===== src/hw/rtl/mvm_pkg.sv =====
// Shared constants and types of the matrix-vector multiplier.
package mvm_pkg;

    // Default sizes handed to the top level.
    localparam int MAX_DIM_DEFAULT    = 16;
    localparam int DATA_WIDTH_DEFAULT = 16;

    // Fixed field widths of the ports.
    localparam int OUT_W      = 32;
    localparam int OUT_IDX_W  = 4;
    localparam int ROW_COL_W  = 4;
    localparam int VALUE_W    = 16;
    localparam int CFG_IDX_W  = 2;
    localparam int CFG_DATA_W = 5;

    // Configuration register indexes.
    localparam logic [CFG_IDX_W-1:0] REG_ROWS      = 2'd0;
    localparam logic [CFG_IDX_W-1:0] REG_COLS      = 2'd1;
    localparam logic [CFG_IDX_W-1:0] REG_TRANSPOSE = 2'd2;

    // Reset values of the dimension registers.
    localparam logic [CFG_DATA_W-1:0] DIM_RESET = 5'd16;

    // Controls from the sequencer to the multiply-accumulate unit.
    typedef struct packed {
        logic acc_clear;
        logic mul_en;
    } mac_ctrl_t;

endpackage


===== src/hw/rtl/mvm_mac.sv =====
// Shared multiply-accumulate unit with a saturating Q16.16 read-out.
module mvm_mac #(
    parameter int VAL_BITS = 16,
    parameter int TERMS    = 16
) (
    input  logic                          clk,
    input  logic                          rst_n,
    input  mvm_pkg::mac_ctrl_t            ctrl,
    input  logic signed [VAL_BITS-1:0]    weight,
    input  logic signed [VAL_BITS-1:0]    element,
    output logic                          busy,
    output logic [mvm_pkg::OUT_W-1:0]     sum_value,
    output logic                          sum_clamped
);
    import mvm_pkg::*;

    localparam int PW    = 2 * VAL_BITS;
    localparam int ACC_W = PW + $clog2(TERMS) + 1;
    localparam int WIDE  = 64;

    localparam logic signed [WIDE-1:0] SAT_HI = 64'sd2147483647;
    localparam logic signed [WIDE-1:0] SAT_LO = -64'sd2147483648;

    logic signed [PW-1:0]    prod_reg;
    logic                    prod_vld_reg;
    logic signed [ACC_W-1:0] acc_reg;
    logic signed [ACC_W-1:0] prod_ext;
    logic signed [WIDE-1:0]  acc_wide;

    // Product register: one multiplication per cycle.
    always_ff @(posedge clk or negedge rst_n)
    begin
        if (!rst_n)
        begin
            prod_vld_reg <= 1'b0;
        end
        else
        begin
            prod_vld_reg <= ctrl.mul_en;
        end
    end

    always_ff @(posedge clk)
    begin
        if (ctrl.mul_en)
        begin
            prod_reg <= weight * element;
        end
    end

    // Accumulator: cleared at the start of each output element.
    assign prod_ext = {{(ACC_W-PW){prod_reg[PW-1]}}, prod_reg};

    always_ff @(posedge clk or negedge rst_n)
    begin
        if (!rst_n)
        begin
            acc_reg <= '0;
        end
        else if (ctrl.acc_clear)
        begin
            acc_reg <= '0;
        end
        else if (prod_vld_reg)
        begin
            acc_reg <= acc_reg + prod_ext;
        end
    end

    // Clamp the exact sum into signed 32 bits.
    assign acc_wide = {{(WIDE-ACC_W){acc_reg[ACC_W-1]}}, acc_reg};

    always_comb
    begin
        if (acc_wide > SAT_HI)
        begin
            sum_value   = SAT_HI[OUT_W-1:0];
            sum_clamped = 1'b1;
        end
        else if (acc_wide < SAT_LO)
        begin
            sum_value   = SAT_LO[OUT_W-1:0];
            sum_clamped = 1'b1;
        end
        else
        begin
            sum_value   = acc_wide[OUT_W-1:0];
            sum_clamped = 1'b0;
        end
    end

    assign busy = prod_vld_reg;

endmodule


===== config.mk =====
export PLATFORM = sky130hd
export DESIGN_NAME = mvm_mac
export DESIGN_NICKNAME = d
export VERILOG_FILES = /design/src/hw/rtl/mvm_pkg.sv /design/src/hw/rtl/mvm_mac.sv
export SDC_FILE = /design/constraint.sdc
export NUM_CORES = 1
export LEC_CHECK = 0
export BUFFER_PORTS_ARGS = -buffer_cell sky130_fd_sc_hd__clkbuf_2
export CAP_MARGIN = 20
export CELL_PAD_IN_SITES_DETAIL_PLACEMENT = 0
export CELL_PAD_IN_SITES_GLOBAL_PLACEMENT = 2
export CORE_MARGIN = 4
export CORE_UTILIZATION = 32
export CTS_BUF_LIST = sky130_fd_sc_hd__clkbuf_4 sky130_fd_sc_hd__clkbuf_8
export DETAILED_ROUTE_END_ITERATION = 16
export GPL_TIMING_DRIVEN = 1
export PLACE_DENSITY_LB_ADDON = 0.1
export SYNTH_ARGS = -nofsm -noshare
export SYNTH_HDL_FRONTEND = slang
export SYNTH_SLANG_ARGS = --single-unit

===== constraint.sdc =====
create_clock -name clk -period 3.7 [get_ports clk]
set_input_delay 0.185 -clock clk [delete_from_list [all_inputs] [get_ports clk]]
set_output_delay 0.185 -clock clk [all_outputs]
set_load 0.01 [all_outputs]

# Word level (Yosys, flattened, before mapping)
# Cells that the tools add are included.
[totals] ff_bits=70 in_bits=36 out_inout_bits=34 wordCells=14
[classes] addsub=1 multipliers=1 order_cmp=2 n_mux=6 n_reduce_logical=1
[ops] cell="two-way mux 37 bit" count=2
[ops] cell="two-way mux 32 bit" count=2
[ops] cell="adder 37 x 32 -> 37 bit" count=1
[ops] cell="> comparator 37 x 32 -> 1 bit (second input constant)" count=1
[ops] cell="< comparator 37 x 32 -> 1 bit (second input constant)" count=1
[ops] cell="multiplier 16 x 16 -> 32 bit" count=1
[ops] cell="two-way mux 1 bit" count=2
[ops] cell="nonzero test 2 bit" count=1

# Logic depth before layout (Yosys ltp)
[logic_depth] ltp_word=3 mapped_depth=23 mapped_depth_nobuf=22

# Least setup slack after synthesis
# Ideal clock, no wire load.
[synth_path] path_type="input to register" start="in weight[15]" end="reg prod_reg[28] (data pin)" arrival_time_ns=5.646 t_required_ns=3.442 slack_ns=-2.204 cell_stages=19 path_buffers=1 cell_sequence="clkbuf_1 -> nand2_1 -> inv_1 -> fa_1 -> fa_1 -> inv_1 -> fa_1 -> fa_1 -> fa_1 -> fa_1 -> inv_1 -> ha_1 -> nor2b_1 -> o21a_1 -> o21a_1 -> o21a_1 -> or4_1 -> o22ai_1 -> xnor2_1"
[synth_via] elab_chain_len=1
[synth_lines] element="start: declaration" line_no="mvm_mac.sv:9" text="input logic signed [VAL_BITS-1:0] weight,"
[synth_lines] element="multiplier 16 x 16 -> 32 bit" line_no="mvm_mac.sv:47" text="prod_reg <= weight * element;"
[synth_lines] element="end signal: assignment" line_no="mvm_mac.sv:47"
[synth_lines] element="end: declaration" line_no="mvm_mac.sv:24" text="logic signed [PW-1:0] prod_reg;"
# No other way between the ends.
# A chain may end at the register's enable or synchronous reset.

# Final worst setup path
[layout_path] start="in element[4]" end="reg prod_reg[31] (data pin)"
[layout_via] elab_chain_len=1
[layout_lines] element="start: declaration" line_no="mvm_mac.sv:10" text="input logic signed [VAL_BITS-1:0] element,"
[layout_lines] element="multiplier 16 x 16 -> 32 bit" line_no="mvm_mac.sv:47"
# No other way between the ends.

==> impl_metrics.tcl <==
set metrics [dict create \
    avgRoutedWirePerCell_um 15.8 \
    clockRootBuffer "clkbuf_8" \
    io_pins 70 \
    synth_edf_count 32 \
    end_kind "flip-flop" \
    min_period_over_period_pct 142 \
    path_common_cell "fa_1" \
    outcome "complete, but fails checks" \
    grt_pass1_vias 11800 \
    setup_viol 24 \
    grt_pass1_wl_um 64000 \
    core-area_sq_um 44500 \
    largest_register_ffs 37 \
    finalHoldViolations 0 \
    rows 77 \
    violations "setup timing" \
    synthCells 1574 \
    critPathRequiredTime_ns 3.81 \
    insertion_delay_ns 0.36 \
    viasPerCell 4.49 \
    reg2reg_slack_ns 0.56 \
    fin_ws_ns -1.56 \
    grt_start_max_net_pins 48 \
    die_y_um 221 \
    dp.cells 2362 \
    cts_buffers 9 \
    vias 10800 \
    start_util_pct 32.5 \
    die_area_sq_um 48700 \
    arrival_ns 5.37 \
    cap_violations 0 \
    crit_slowest_cell "fa_1" \
    fin_skew_ns 0.0112 \
    setup.worst_path.end "prod_reg[31]$_DFFE_PP_" \
    firstDrtPassIters 4 \
    drtAntennaViolNets 0 \
    grt_overflow 0 \
    yosysWarningCount 0 \
    synth_ff_type "dfrtp_1" \
    crit_type "in -> reg" \
    synth_area_sq_um 14500 \
    crit_fanout 9 \
    path_clk_slew_ns 0.07 \
    syn_to_final_growth_pct 28.3 \
    hpwl_um 32200 \
    htree_levels 3 \
    routabilityCongestion 0.842 \
    antennaDiodeCount 0 \
    ys_seq_area_share_pct 13.2 \
    syn_nets 1991 \
    die_w_um 221 \
    wirelength_um 38000 \
    grt_use_total_pct 16.4 \
    numPortBuffers 69 \
    ys_types 65 \
    worstPathCellList "clkbuf_16 -> and2_4 -> fa_1 -> inv_2 -> fa_2 -> fa_1 -> inv_2 -> fa_1 -> fa_1 -> inv_2 -> fa_1 -> inv_2 -> ha_4 -> a21o_1 -> a21o_1 -> a21oi_4 -> a2bb2oi_4 -> o21ai_4 -> a2111oi_4 -> o21bai_1 -> a21oi_1 -> xnor2_1" \
    fin_cells 2406 \
    cp-startpoint "element[4]" \
    drc 0 \
    final_max_slew_viol_count 0 \
    ys_seq_elements 70 \
    r2r-end "acc_reg[30]$_DFFE_PN0P_" \
    drive_gt1_share_pct 26.6 \
    reg2reg_depth 11 \
    crit_path_max_incr_delay_ns 0.54 \
    max_freq_mhz 190 \
    start_kind "input port" \
    r2r-start "acc_reg[0]$_DFFE_PN0P_" \
    drtIter0Drc 337 \
    fin_nets 2226 \
    cts_tree "yes" \
    async_flop_share_pct 54.3 \
    antenna_found_initial 0 \
    period_needed_ns 5.26 \
    rsz0062_at_grt "yes" \
    clock_sinks 70 \
    slew_headroom_pct 35.5 \
    postSynthAreaPerCell_sq_um 9.20 \
    min_path_type "in -> async" \
    clock_path_buffers 2 \
    worst_pin_slew_ns 0.967 \
]
synth_stat cells, types with 8 or more instances:
| cell type | n | area share [%] |
|---|---|---|
| nor2_1 | 65 | 1.7 |
| a31oi_1 | 11 | 0.48 |
| clkbuf_1 | 49 | 1.3 |
| o21a_1 | 14 | 0.73 |
| xnor2_1 | 37 | 2.2 |
| edfxtp_1 | 32 | 6.6 |
| a21oi_1 | 58 | 2.0 |
| ha_1 | 118 | 10 |
| nand2_1 | 162 | 4.2 |
| nand2b_1 | 16 | 0.69 |
| fa_1 | 263 | 36 |
| a21o_1 | 63 | 3.3 |
| nand3_1 | 17 | 0.59 |
| mux2i_1 | 15 | 1.0 |
| o21ai_0 | 27 | 0.93 |
| nor3_1 | 11 | 0.38 |
| and2_1 | 122 | 5.3 |
| xor2_1 | 18 | 1.1 |
| o22ai_1 | 8 | 0.35 |
| dfrtp_1 | 38 | 6.6 |
| inv_1 | 334 | 8.7 |
worst max-delay path, delay by kind of cell:
kind | cells | cell delay [ns]
simple gates | 1 | 0.16
xor+xnor | 1 | 0.10
buf+inv | 5 | 0.31
compound gates | 8 | 1.43
fa+ha+maj | 7 | 3.20
kinds of logic after synthesis:
logic type      synth area share (%)
xor+xnor                        3.33
compound gates                  11.0
fa+ha+maj                       46.6
simple gates                    14.7
flops                           13.2
buf+inv                         10.1
mux                             1.04
layout by cell type (no fill, tap or decap), types with 10 or more instances in the layout:
cell,Yosys,final
o21a_1,14,13
mux2i_1,15,15
fa_1,263,240
nand2_2,0,11
and2_4,0,25
buf_4,0,169
inv_1,334,298
a21oi_2,2,14
ha_4,0,23
ha_1,118,91
xnor2_1,37,35
xor2_1,18,18
o21ai_0,27,19
fa_2,0,23
clkbuf_8,0,21
nor3_1,11,11
nand2_1,162,146
a31oi_1,11,10
clkbuf_16,0,16
a21oi_1,58,41
dfrtp_1,38,37
a21o_1,63,63
inv_2,0,36
and2_1,122,97
clkbuf_2,0,40
nand2b_1,16,15
nor2_1,65,59
buf_6,2,27
nand3_1,17,15
edfxtp_1,32,32
stage by stage:
step	setup slack, ns	utilization (%)	area (sq um)	TNS [ns]	hold slack [ns]
floorplan	-1.66	-	15100	-27.64	-0.111
global placement	-2.31	38.6	17200	-43.09	0.292
detailed placement	-2.31	38.6	17200	-43.10	0.285
CTS	-1.59	41.2	18300	-28.03	0.429
global route	-1.75	41.7	18600	-31.26	0.489
finish	-1.56	41.7	18600	-27.36	0.420
worst min path at each step:
| stage | startpoint | end | depth (start not counted) |
|---|---|---|---|
| floorplan | rst_n | acc_reg[0]$_DFFE_PN0P_ | 0 |
| global placement | rst_n | acc_reg[3]$_DFFE_PN0P_ | 2 |
| finish | rst_n | acc_reg[1]$_DFFE_PN0P_ | 3 |
| global route | rst_n | acc_reg[4]$_DFFE_PN0P_ | 3 |
| detailed placement | rst_n | acc_reg[3]$_DFFE_PN0P_ | 2 |
| CTS | rst_n | acc_reg[10]$_DFFE_PN0P_ | 3 |
cell type report:
| cell class | instances | area [sq um] |
|---|---|---|
| Fill cell | 4520 | 25900 |
| Multi-Input combinational cell | 1117 | 11900 |
| Timing Repair Buffer | 277 | 2560 |
| Sequential cell | 70 | 1910 |
| Inverter | 334 | 1250 |
| Tap cell | 592 | 741 |
| Clock buffer | 14 | 161 |
| Clock inverter | 2 | 33.8 |
timing repair:
item,CTS,global route
endpoints found under the hold margin,38,0
resized for setup,159,60
setup endpoints to repair,25,25
buffers inserted,18,11
cloned,4,0
pin swaps,47,51
hold buffers,1,0
metal layers:
metal	vias up	wire length, um	track usage, %
met5	-	0	0
met4	0	408	2.77
met3	22	582	0.906
met2	89	17600	27.3
met1	5301	19400	24.1
li1	5389	-	-
Power is not shown: default switching activity piles up to over one toggle a cycle in this logic, so the estimate is an artifact.
